**config.mk**
```make
export PLATFORM = sky130hd
export DESIGN_NAME = touch_adc_spi_reader
export DESIGN_NICKNAME = d
export VERILOG_FILES = /design/src/design/tasr_pkg.sv /design/src/design/tasr_div.sv /design/src/design/tasr_dp.sv /design/src/design/tasr_ctrl.sv /design/src/design/touch_adc_spi_reader.sv
export SDC_FILE = /design/constraint.sdc
export NUM_CORES = 1
export LEC_CHECK = 0
export ABC_CLOCK_PERIOD_IN_PS = 6200
export BUFFER_PORTS_ARGS = -buffer_cell sky130_fd_sc_hd__buf_2
export CORE_UTILIZATION = 60
export DETAILED_ROUTE_END_ITERATION = 6
export GPL_TIMING_DRIVEN = 0
export HOLD_SLACK_MARGIN = 0.05
export PLACE_DENSITY = 0.8
export SYNTH_ARGS = -nofsm -noshare
export SYNTH_HDL_FRONTEND = slang
export SYNTH_HIERARCHICAL = 1
export SYNTH_SLANG_ARGS = --single-unit
```
**constraint.sdc**
```tcl
create_clock -name clk_i -period 6.2 [get_ports clk_i]
set_input_delay 0.93 -clock clk_i [delete_from_list [all_inputs] [get_ports clk_i]]
set_output_delay 0.93 -clock clk_i [all_outputs]
set_load 0.01 [all_outputs]
```
**src/design/tasr_pkg.sv**
```systemverilog
// ----------------------------------------------------------------------------
// tasr_pkg: shared types and constants for the touch converter reader
// Payload structs, pin-level tick record, controller/datapath command bus.
// ----------------------------------------------------------------------------
package tasr_pkg;

  localparam int CFG_W  = 12;   // width of every configuration register
  localparam int POS_W  = 12;   // width of a position result
  localparam int IDX_W  = 3;    // configuration register index width
  localparam int BIT_W  = 4;    // serial bit counter width
  localparam int PROD_W = 2 * CFG_W;

  localparam int ADC_BITS_DEF = 12;
  localparam int TRAIL_DEF    = 3;
  localparam int CMD_BITS     = 8;

  localparam logic [CMD_BITS-1:0] CMD_X = 8'hD0;
  localparam logic [CMD_BITS-1:0] CMD_Y = 8'h90;

  // configuration register indexes
  localparam logic [IDX_W-1:0] REG_X_LO   = 3'd0;
  localparam logic [IDX_W-1:0] REG_X_HI   = 3'd1;
  localparam logic [IDX_W-1:0] REG_Y_LO   = 3'd2;
  localparam logic [IDX_W-1:0] REG_Y_HI   = 3'd3;
  localparam logic [IDX_W-1:0] REG_X_SPAN = 3'd4;
  localparam logic [IDX_W-1:0] REG_Y_SPAN = 3'd5;

  localparam logic [CFG_W-1:0] RST_X_LO   = 12'd230;
  localparam logic [CFG_W-1:0] RST_X_HI   = 12'd3830;
  localparam logic [CFG_W-1:0] RST_Y_LO   = 12'd160;
  localparam logic [CFG_W-1:0] RST_Y_HI   = 12'd3860;
  localparam logic [CFG_W-1:0] RST_X_SPAN = 12'd240;
  localparam logic [CFG_W-1:0] RST_Y_SPAN = 12'd320;

  typedef struct packed {
    logic start_req;
    logic calibrate;
    logic miso_bit;
  } in_item_t;

  typedef struct packed {
    logic             chip_select_n;
    logic             serial_clock;
    logic             mosi_bit;
    logic             done_res;
    logic [POS_W-1:0] x_position;
    logic [POS_W-1:0] y_position;
    logic             busy_res;
  } out_item_t;

  // pin levels and flags for one tick, before the positions are attached
  typedef struct packed {
    logic chip_select_n;
    logic serial_clock;
    logic mosi_bit;
    logic done_res;
    logic busy_res;
  } line_t;

  typedef struct packed {
    logic  out_load;
    line_t line;
    logic  shift_clr;
    logic  shift_en;
    logic  calc_start;
    logic  mul_en;
    logic  div_start;
    logic  fin_store;
    logic  axis;
    logic  cal;
  } dp_cmd_t;

  typedef struct packed {
    logic div_done;
  } dp_sts_t;

endpackage

```
**src/design/tasr_div.sv**
```systemverilog
// ----------------------------------------------------------------------------
// tasr_div: restoring divider, one quotient bit per cycle
// Divides a PROD_W-bit numerator by a CFG_W-bit divisor; the caller
// guarantees the quotient fits in POS_W bits.
// ----------------------------------------------------------------------------
module tasr_div
  import tasr_pkg::*;
(
  input  logic              clk_i,
  input  logic              rst_ni,
  input  logic              start_i,
  input  logic [PROD_W-1:0] num_i,
  input  logic [CFG_W-1:0]  den_i,
  output logic [POS_W-1:0]  quo_o,
  output logic              done_o
);

  localparam int CNT_W = $clog2(POS_W);
  localparam logic [CNT_W-1:0] CNT_LAST = CNT_W'(POS_W - 1);

  logic             busy_q, busy_d;
  logic             done_q, done_d;
  logic [CNT_W-1:0] cnt_q, cnt_d;
  logic [CFG_W-1:0] rem_q, rem_d;
  logic [POS_W-1:0] quo_q, quo_d;
  logic [CFG_W:0]   wide;
  logic [CFG_W:0]   sub;
  logic             ge;

  assign wide = {rem_q, quo_q[POS_W-1]};
  assign ge   = (wide >= {1'b0, den_i});
  assign sub  = wide - {1'b0, den_i};

  always_comb begin
    busy_d = busy_q;
    done_d = 1'b0;
    cnt_d  = cnt_q;
    rem_d  = rem_q;
    quo_d  = quo_q;
    if (start_i) begin
      busy_d = 1'b1;
      cnt_d  = '0;
      rem_d  = num_i[PROD_W-1:POS_W];
      quo_d  = num_i[POS_W-1:0];
    end else if (busy_q) begin
      rem_d = ge ? sub[CFG_W-1:0] : wide[CFG_W-1:0];
      quo_d = {quo_q[POS_W-2:0], ge};
      cnt_d = cnt_q + 1'b1;
      if (cnt_q == CNT_LAST) begin
        busy_d = 1'b0;
        done_d = 1'b1;
      end
    end
  end

  always_ff @(posedge clk_i or negedge rst_ni) begin
    if (!rst_ni) begin
      busy_q <= 1'b0;
      done_q <= 1'b0;
      cnt_q  <= '0;
    end else begin
      busy_q <= busy_d;
      done_q <= done_d;
      cnt_q  <= cnt_d;
    end
  end

  always_ff @(posedge clk_i) begin
    rem_q <= rem_d;
    quo_q <= quo_d;
  end

  assign quo_o  = quo_q;
  assign done_o = done_q;

endmodule

```
**src/design/tasr_dp.sv**
```systemverilog
// ----------------------------------------------------------------------------
// tasr_dp: datapath of the touch converter reader
// Configuration registers, receive shifter, window check, scaling multiply,
// divider, axis results and the output register.
// ----------------------------------------------------------------------------
module tasr_dp
  import tasr_pkg::*;
#(
  parameter int ADC_BITS = ADC_BITS_DEF
) (
  input  logic             clk_i,
  input  logic             rst_ni,
  input  logic             cfg_we_i,
  input  logic [IDX_W-1:0] cfg_idx_i,
  input  logic [CFG_W-1:0] cfg_data_i,
  input  logic             miso_i,
  input  dp_cmd_t          cmd_i,
  output dp_sts_t          sts_o,
  output out_item_t        out_o
);

  localparam int CMP_W = (ADC_BITS > CFG_W) ? ADC_BITS : CFG_W;

  logic [CFG_W-1:0]    x_lo_q, x_hi_q, y_lo_q, y_hi_q, x_span_q, y_span_q;
  logic [ADC_BITS-1:0] shift_q;
  logic [CFG_W-1:0]    diff_q, den_q, span_q;
  logic                win_q;
  logic [PROD_W-1:0]   prod_q;
  logic [POS_W-1:0]    x_res_q, y_res_q;
  out_item_t           out_q;

  logic [CMP_W-1:0]    raw_ext, lo_ext, hi_ext;
  logic [CFG_W-1:0]    lo, hi;
  logic                in_win;
  logic [CMP_W-1:0]    diff_w;
  logic [POS_W-1:0]    raw12, quo, val;
  logic                div_done;

  assign lo      = cmd_i.axis ? y_lo_q : x_lo_q;
  assign hi      = cmd_i.axis ? y_hi_q : x_hi_q;
  assign raw_ext = CMP_W'(shift_q);
  assign lo_ext  = CMP_W'(lo);
  assign hi_ext  = CMP_W'(hi);
  assign in_win  = (raw_ext >= lo_ext) && (raw_ext <= hi_ext) && (hi > lo);
  // Y axis reads inverted
  assign diff_w  = cmd_i.axis ? (hi_ext - raw_ext) : (raw_ext - lo_ext);
  assign raw12   = POS_W'(shift_q);
  assign val     = cmd_i.cal ? (win_q ? quo : '0) : raw12;

  tasr_div u_div (
    .clk_i   (clk_i),
    .rst_ni  (rst_ni),
    .start_i (cmd_i.div_start),
    .num_i   (prod_q),
    .den_i   (den_q),
    .quo_o   (quo),
    .done_o  (div_done)
  );

  assign sts_o.div_done = div_done;

  always_ff @(posedge clk_i or negedge rst_ni) begin
    if (!rst_ni) begin
      x_lo_q   <= RST_X_LO;
      x_hi_q   <= RST_X_HI;
      y_lo_q   <= RST_Y_LO;
      y_hi_q   <= RST_Y_HI;
      x_span_q <= RST_X_SPAN;
      y_span_q <= RST_Y_SPAN;
      shift_q  <= '0;
    end else begin
      if (cfg_we_i) begin
        case (cfg_idx_i)
          REG_X_LO:   x_lo_q   <= cfg_data_i;
          REG_X_HI:   x_hi_q   <= cfg_data_i;
          REG_Y_LO:   y_lo_q   <= cfg_data_i;
          REG_Y_HI:   y_hi_q   <= cfg_data_i;
          REG_X_SPAN: x_span_q <= cfg_data_i;
          REG_Y_SPAN: y_span_q <= cfg_data_i;
          default: ;
        endcase
      end
      if (cmd_i.shift_clr) begin
        shift_q <= '0;
      end else if (cmd_i.shift_en) begin
        shift_q <= {shift_q[ADC_BITS-2:0], miso_i};
      end
    end
  end

  always_ff @(posedge clk_i) begin
    if (cmd_i.calc_start) begin
      diff_q <= CFG_W'(diff_w);
      den_q  <= hi - lo;
      span_q <= cmd_i.axis ? y_span_q : x_span_q;
      win_q  <= in_win;
    end
    if (cmd_i.mul_en) begin
      prod_q <= PROD_W'(diff_q) * PROD_W'(span_q);
    end
    if (cmd_i.fin_store) begin
      if (cmd_i.axis) begin
        y_res_q <= val;
      end else begin
        x_res_q <= val;
      end
    end
    if (cmd_i.out_load) begin
      out_q.chip_select_n <= cmd_i.line.chip_select_n;
      out_q.serial_clock  <= cmd_i.line.serial_clock;
      out_q.mosi_bit      <= cmd_i.line.mosi_bit;
      out_q.done_res      <= cmd_i.line.done_res;
      out_q.busy_res      <= cmd_i.line.busy_res;
      out_q.x_position    <= cmd_i.line.done_res ? x_res_q : '0;
      out_q.y_position    <= cmd_i.line.done_res ? val : '0;
    end
  end

  assign out_o = out_q;

endmodule

```
**src/design/tasr_ctrl.sv**
```systemverilog
// ----------------------------------------------------------------------------
// tasr_ctrl: serial sequencer and handshake controller
// Walks command, data, trailing and finish phases one tick per request and
// steps the datapath through the calibration multiply and divide.
// ----------------------------------------------------------------------------
module tasr_ctrl
  import tasr_pkg::*;
#(
  parameter int ADC_BITS        = ADC_BITS_DEF,
  parameter int TRAILING_CLOCKS = TRAIL_DEF
) (
  input  logic     clk_i,
  input  logic     rst_ni,
  input  logic     in_valid_i,
  output logic     in_ready_o,
  input  in_item_t in_i,
  output logic     out_valid_o,
  input  logic     out_ready_i,
  output dp_cmd_t  cmd_o,
  input  dp_sts_t  sts_i
);

  typedef enum logic [2:0] {
    PH_IDLE, PH_CMD, PH_DATA, PH_TRAIL, PH_FINISH
  } phase_e;

  typedef enum logic [1:0] {
    ST_RUN, ST_MUL, ST_DSTART, ST_DIV
  } state_e;

  localparam logic [BIT_W-1:0] CMD_LAST   = BIT_W'(CMD_BITS - 1);
  localparam logic [BIT_W-1:0] DATA_LAST  = BIT_W'(ADC_BITS - 1);
  localparam logic [BIT_W-1:0] TRAIL_LAST = BIT_W'(TRAILING_CLOCKS - 1);

  state_e           state_q, state_d;
  phase_e           phase_q, cur_phase, nxt_phase;
  logic [BIT_W-1:0] bit_q, cur_bit, nxt_bit;
  logic             half_q, cur_half, nxt_half;
  logic             axis_q, cur_axis, nxt_axis;
  logic             mode_q, cur_mode;
  logic             out_valid_q, out_valid_d;
  logic             tick_clr, tick_shift, tick_fin;
  logic             commit, acc;
  logic [CMD_BITS-1:0] cmd_byte;
  line_t            line;

  assign in_ready_o  = (state_q == ST_RUN) && (!out_valid_q || out_ready_i);
  assign acc         = in_valid_i && in_ready_o;
  assign out_valid_o = out_valid_q;
  assign cmd_byte    = cur_axis ? CMD_Y : CMD_X;

  // effect of one tick on the sequence and the pins
  always_comb begin
    cur_phase  = phase_q;
    cur_bit    = bit_q;
    cur_half   = half_q;
    cur_axis   = axis_q;
    cur_mode   = mode_q;
    tick_clr   = 1'b0;
    tick_shift = 1'b0;
    tick_fin   = 1'b0;
    line       = '{chip_select_n: 1'b1, serial_clock: 1'b0, mosi_bit: 1'b0,
                   done_res: 1'b0, busy_res: 1'b1};
    if (phase_q == PH_IDLE) begin
      if (in_i.start_req) begin
        // start tick is already the first command half-bit
        cur_phase = PH_CMD;
        cur_bit   = CMD_LAST;
        cur_half  = 1'b0;
        cur_axis  = 1'b0;
        cur_mode  = in_i.calibrate;
        tick_clr  = 1'b1;
      end else begin
        line.busy_res = 1'b0;
      end
    end
    nxt_phase = cur_phase;
    nxt_bit   = cur_bit;
    nxt_half  = cur_half;
    nxt_axis  = cur_axis;
    case (cur_phase)
      PH_CMD: begin
        line.chip_select_n = 1'b0;
        line.serial_clock  = cur_half;
        line.mosi_bit      = cmd_byte[cur_bit[2:0]];
        nxt_half           = ~cur_half;
        if (cur_half) begin
          if (cur_bit == '0) begin
            nxt_phase = PH_DATA;
            nxt_bit   = DATA_LAST;
          end else begin
            nxt_bit = cur_bit - 1'b1;
          end
        end
      end
      PH_DATA: begin
        line.chip_select_n = 1'b0;
        line.serial_clock  = ~cur_half;
        tick_shift         = cur_half;   // sample on the clock-low tick
        nxt_half           = ~cur_half;
        if (cur_half) begin
          if (cur_bit == '0) begin
            if (TRAILING_CLOCKS == 0) begin
              nxt_phase = PH_FINISH;
            end else begin
              nxt_phase = PH_TRAIL;
              nxt_bit   = TRAIL_LAST;
            end
          end else begin
            nxt_bit = cur_bit - 1'b1;
          end
        end
      end
      PH_TRAIL: begin
        line.chip_select_n = 1'b0;
        line.serial_clock  = ~cur_half;
        nxt_half           = ~cur_half;
        if (cur_half) begin
          if (cur_bit == '0) begin
            nxt_phase = PH_FINISH;
          end else begin
            nxt_bit = cur_bit - 1'b1;
          end
        end
      end
      PH_FINISH: begin
        tick_fin = 1'b1;
        if (!cur_axis) begin
          nxt_axis  = 1'b1;
          nxt_phase = PH_CMD;
          nxt_bit   = CMD_LAST;
          nxt_half  = 1'b0;
          tick_clr  = 1'b1;
        end else begin
          nxt_phase     = PH_IDLE;
          nxt_bit       = '0;
          nxt_half      = 1'b0;
          line.done_res = 1'b1;
          line.busy_res = 1'b0;
        end
      end
      PH_IDLE: ;
      default: begin
        nxt_phase     = PH_IDLE;
        line.busy_res = 1'b0;
      end
    endcase
  end

  always_comb begin
    state_d     = state_q;
    out_valid_d = out_valid_q && !out_ready_i;
    commit      = 1'b0;
    cmd_o       = '0;
    cmd_o.line  = line;
    cmd_o.axis  = cur_axis;
    cmd_o.cal   = mode_q;
    case (state_q)
      ST_RUN: begin
        if (acc) begin
          if (tick_fin && mode_q) begin
            cmd_o.calc_start = 1'b1;
            state_d          = ST_MUL;
          end else begin
            commit = 1'b1;
          end
        end
      end
      ST_MUL: begin
        cmd_o.mul_en = 1'b1;
        state_d      = ST_DSTART;
      end
      ST_DSTART: begin
        cmd_o.div_start = 1'b1;
        state_d         = ST_DIV;
      end
      ST_DIV: begin
        // sequence registers held still; finish tick is applied once the divider is done
        if (sts_i.div_done) begin
          commit  = 1'b1;
          state_d = ST_RUN;
        end
      end
      default: state_d = ST_RUN;
    endcase
    if (commit) begin
      cmd_o.out_load  = 1'b1;
      cmd_o.shift_clr = tick_clr;
      cmd_o.shift_en  = tick_shift;
      cmd_o.fin_store = tick_fin;
      out_valid_d     = 1'b1;
    end
  end

  always_ff @(posedge clk_i or negedge rst_ni) begin
    if (!rst_ni) begin
      state_q     <= ST_RUN;
      phase_q     <= PH_IDLE;
      bit_q       <= '0;
      half_q      <= 1'b0;
      axis_q      <= 1'b0;
      mode_q      <= 1'b0;
      out_valid_q <= 1'b0;
    end else begin
      state_q     <= state_d;
      out_valid_q <= out_valid_d;
      if (commit) begin
        phase_q <= nxt_phase;
        bit_q   <= nxt_bit;
        half_q  <= nxt_half;
        axis_q  <= nxt_axis;
        mode_q  <= cur_mode;
      end
    end
  end

endmodule

```
**src/design/touch_adc_spi_reader.sv**
```systemverilog
// ----------------------------------------------------------------------------
// touch_adc_spi_reader: serial master for a resistive touch-panel converter
// Reads X then Y, one half-bit tick per request, and returns raw or
// calibrated positions.
// ----------------------------------------------------------------------------
// Each request is one half-bit tick and yields one result carrying the pin
// levels for that tick. Ordinary ticks load their result at the accepting
// clock, and a new request is taken only when no result waits or the waiting
// one is taken in the same cycle. In calibrated mode the finishing tick of an
// axis holds off requests throughout its steps: the window check and the
// difference, the 12x12 multiply, loading the divider, the restoring divider,
// which produces one quotient bit per cycle, and storing the result. In raw
// mode the finishing tick is handled like any other tick; a calibrated reading
// outside its window still waits for the full divider run. Configuration
// writes are taken at once and must only be made while no read is in progress.
// ----------------------------------------------------------------------------
module touch_adc_spi_reader
  import tasr_pkg::*;
#(
  parameter int ADC_BITS        = ADC_BITS_DEF,
  parameter int TRAILING_CLOCKS = TRAIL_DEF
) (
  input  logic             clk_i,
  input  logic             rst_ni,
  input  logic             in_valid_i,
  output logic             in_ready_o,
  input  in_item_t         in_i,
  output logic             out_valid_o,
  input  logic             out_ready_i,
  output out_item_t        out_o,
  input  logic             cfg_we_i,
  input  logic [IDX_W-1:0] cfg_idx_i,
  input  logic [CFG_W-1:0] cfg_data_i
);

  dp_cmd_t cmd;
  dp_sts_t sts;

  tasr_ctrl #(
    .ADC_BITS        (ADC_BITS),
    .TRAILING_CLOCKS (TRAILING_CLOCKS)
  ) u_ctrl (
    .clk_i       (clk_i),
    .rst_ni      (rst_ni),
    .in_valid_i  (in_valid_i),
    .in_ready_o  (in_ready_o),
    .in_i        (in_i),
    .out_valid_o (out_valid_o),
    .out_ready_i (out_ready_i),
    .cmd_o       (cmd),
    .sts_i       (sts)
  );

  tasr_dp #(
    .ADC_BITS (ADC_BITS)
  ) u_dp (
    .clk_i      (clk_i),
    .rst_ni     (rst_ni),
    .cfg_we_i   (cfg_we_i),
    .cfg_idx_i  (cfg_idx_i),
    .cfg_data_i (cfg_data_i),
    .miso_i     (in_i.miso_bit),
    .cmd_i      (cmd),
    .sts_o      (sts),
    .out_o      (out_o)
  );

  // an accepted request either loads a result or holds off further requests
  a_accept_progress: assert property (@(posedge clk_i) disable iff (!rst_ni)
    in_valid_i && in_ready_o |=> out_valid_o || !in_ready_o)
    else $error("accepted request produced neither result nor stall");

  a_done_not_busy: assert property (@(posedge clk_i) disable iff (!rst_ni)
    out_valid_o && out_o.done_res |-> !out_o.busy_res && out_o.chip_select_n)
    else $error("done tick with busy or select active");

  a_pos_zero: assert property (@(posedge clk_i) disable iff (!rst_ni)
    out_valid_o && !out_o.done_res |-> out_o.x_position == '0 &&
                                       out_o.y_position == '0)
    else $error("positions non-zero outside done tick");

  a_select_busy: assert property (@(posedge clk_i) disable iff (!rst_ni)
    out_valid_o && !out_o.chip_select_n |-> out_o.busy_res)
    else $error("select active while not busy");

endmodule

```
==> results.md <==
* Status: finished, final reports clean
* Min Tclk post-route at 5740 ps
* R2R Path Start: u_dp/span_q[3]$_DFFE_PP_
* Vias per cell at approximately 5.8
* Die W at 169 µm
* Async SR Flop Fraction at 0.450
* Top cells by area, synth: edfxtp_1 23%, fa_1 13%, dfrtp_1 11%
* Nets at 1850
* Max-cap viol count at 0
* Lkg Pwr at around 8 nW
* Setup_tns at 0 ps
* Tot Pwr at 0.00682 W
* Hold Crit Class: in2async
* CTS buffer count at 24
* Final wirelength at 38000 µm
* CORE AREA at between 20000 and 30000 µm²
* Clk sinks at 229
* Initial drt markers at about 790
* Top cell type's share of synthesized area at 0.227
* Yosys cell types at 82
* Crit path required time at about 6500 ps
* Final GP Congestion at 0.960
* Post-route antenna net violation count at 0
* Clock tree root driver cell: clkbuf_16
* Largest net degree at the start of global routing at 77
* Startpoint class of the critical path: register
* Yosys reg bits at 229
* DRC errors left at 0
* Initial core utilization at 0.614
* Final Hold Fails at 0
* Synthesized area at roughly 17000 µm²
* GR Layer Usage met3 at 0.0334
* Final non-filler cell area at between 15000 and 20000 µm²
* Gr busiest metal: met2
* Post-synth top cells: 173 x inv_1, 126 x edfxtp_1, 123 x nand2_1
* Post-Syn Area per Cell at 10.9 µm²
* Worst-Margin Slew at 1150 ps
* Max-slew headroom at 0.236
* CTS Buffer Depth at 3
* FF+latch area at 6400 µm²
* WL per Instance at 19.0 µm
* Clock skew at 9.81 ps
* Seq/Total Area, Yosys at 0.385
* Filler cells at a little over 2k
* Peak supply drop at just under 0.0003 V
* Crit Path Max Fanout at 10
* H-tree depth at 1
* EDFF count, synth at 126
* GRT overflow at 0
* Fraction of layout cells with a size suffix above 1 at 0.151
* Hold slack at 357 ps
* Net Count, Synth at 1770
* Max FFs per register at 29
* Post-synth top flop: edfxtp_1
* Post-CTS Resized at 0
* Row count at 60
* Clock transition at path regs at ~60 ps
* Unrepaired setup endpoints after global routing: false
* Total track usage at 0.276
* Met1 Use GR at 0.383
* Pins over their slew limit at 0
* Crit path from: u_dp/span_q[3]$_DFFE_PP_
* Yosys warns at 6
* Postcts setup bufs at 0
* DR pass1 iterations at 5
* Multi-input gate area at 9270 µm²
* Pwr Density at 375 nW/µm²
* Vias in the first global route at 11.6k
* DP Area at 17400 µm²
* Fmax at 174 MHz
* Crit Path Category: reg2reg
* GR Util met2 at 0.461
* Setup violators final at 0
* Synth area leader: edfxtp_1
* CTS Hold Bufs at 0
* Via count at 11.5k
* CTS tree: built
* Dpl hpwl at 29300 µm
* Clk Latency, worst-skew pair at 520 ps
* Ant diodes at 0
* Crit end category: register
* Antenna violations before repair at 0
* Cells after Synth at around 1.5k
* Most common cell in the netlist: inv_1
* DIE HEIGHT at 169 µm
* I/O pin count at 54
* Synth-to-Final Area Change at 9.40%
* Count of input and output buffers at 52
* Arr. time, crit path at 5990 ps
* Global-route wire length before repair at 61200 µm
* Period utilization at 0.926
* Die area at 28400 µm²
## critical path, stage by stage, from the launching register on
cell      delay (ps)
edfxtp_1         390
clkbuf_1         500
nand2_1          160
fa_1             590
fa_1             450
fa_1             550
inv_1             50
fa_1             470
inv_1             50
fa_1             480
inv_1             50
ha_1             330
or2_2            350
nand4_1          200
o21ai_0          140
o21a_1           210
o41ai_1          380
xnor2_1          130
## path summary, 6_finish.rpt
kind / to / slack, ps / cells after the start
worst min-delay path: u_ctrl/phase_q[1]$_DFFE_PN0P_ / 360 / 1
max in group asynchronous: u_dp/x_span_q[7]$_DFFE_PN1P_ / 5080 / 2
worst min register to register: u_dp/x_span_q[8]$_DFFE_PN0P_ / 500 / 1
min in group clk_i: u_dp/x_span_q[8]$_DFFE_PN0P_ / 500 / 1
worst max register to register: u_dp/prod_q[17]$_DFFE_PP_ / 460 / 17
worst max-delay path: u_dp/prod_q[17]$_DFFE_PP_ / 460 / 17
## cell families after synthesis
kind of cell / count (synthesis) / synth area share
compound gates: 220 / 0.0907
simple gates: 414 / 0.130
xor+xnor: 54 / 0.0284
fa+ha+maj: 220 / 0.212
flops: 229 / 0.385
buf+inv: 246 / 0.0580
mux: 144 / 0.0955
## cells in the final DEF, fill, tap and decap left out, types with 33 or more instances in the layout
master and instances:
clkbuf_1 56, edfxtp_1 126, dfrtp_1 75, ha_1 116
mux2i_1 33, mux2_2 97, a21oi_1 52, and2_1 96
fa_1 104, inv_1 172, o21ai_0 37, nor2_1 66
buf_2 56, nand2_1 123, xnor2_1 39
## final cells by class
class | instances | share of cell area
well taps | 372 | 0.0256
flip-flops and latches | 229 | 0.352
repair buffers | 54 | 0.0171
clock inverters | 7 | 0.00364
inverters | 176 | 0.0363
plain buffers | 70 | 0.0167
multi-input cells | 1052 | 0.510
clock buffers | 37 | 0.0396
## through the flow
| stage | worst slack, ps | std cells | utilization |
|---|---|---|---|
| global route | 261 | 1997 | 0.671 |
| CTS | 487 | 1996 | 0.671 |
| global placement | 507 | 1951 | 0.641 |
| floorplan | 1140 | 1527 | - |
| detailed placement | 506 | 1952 | 0.642 |
| finish | 459 | 1997 | 0.671 |
## per-layer routing
| layer | share of wire | up-vias |
|---|---|---|
| met5 | 0 | - |
| met4 | 0.024 | 0 |
| met3 | 0.053 | 68 |
| met2 | 0.48 | 344 |
| met1 | 0.44 | 5703 |
| li1 | - | 5421 |
## power by group
group	internal [W]	switching [W]	total [W]
clock	0.000843	0.000577	0.00142
sequential	0.00217	0.000234	0.00241
combinational	0.00126	0.00173	0.00300
(Power assumes the default switching activity.)
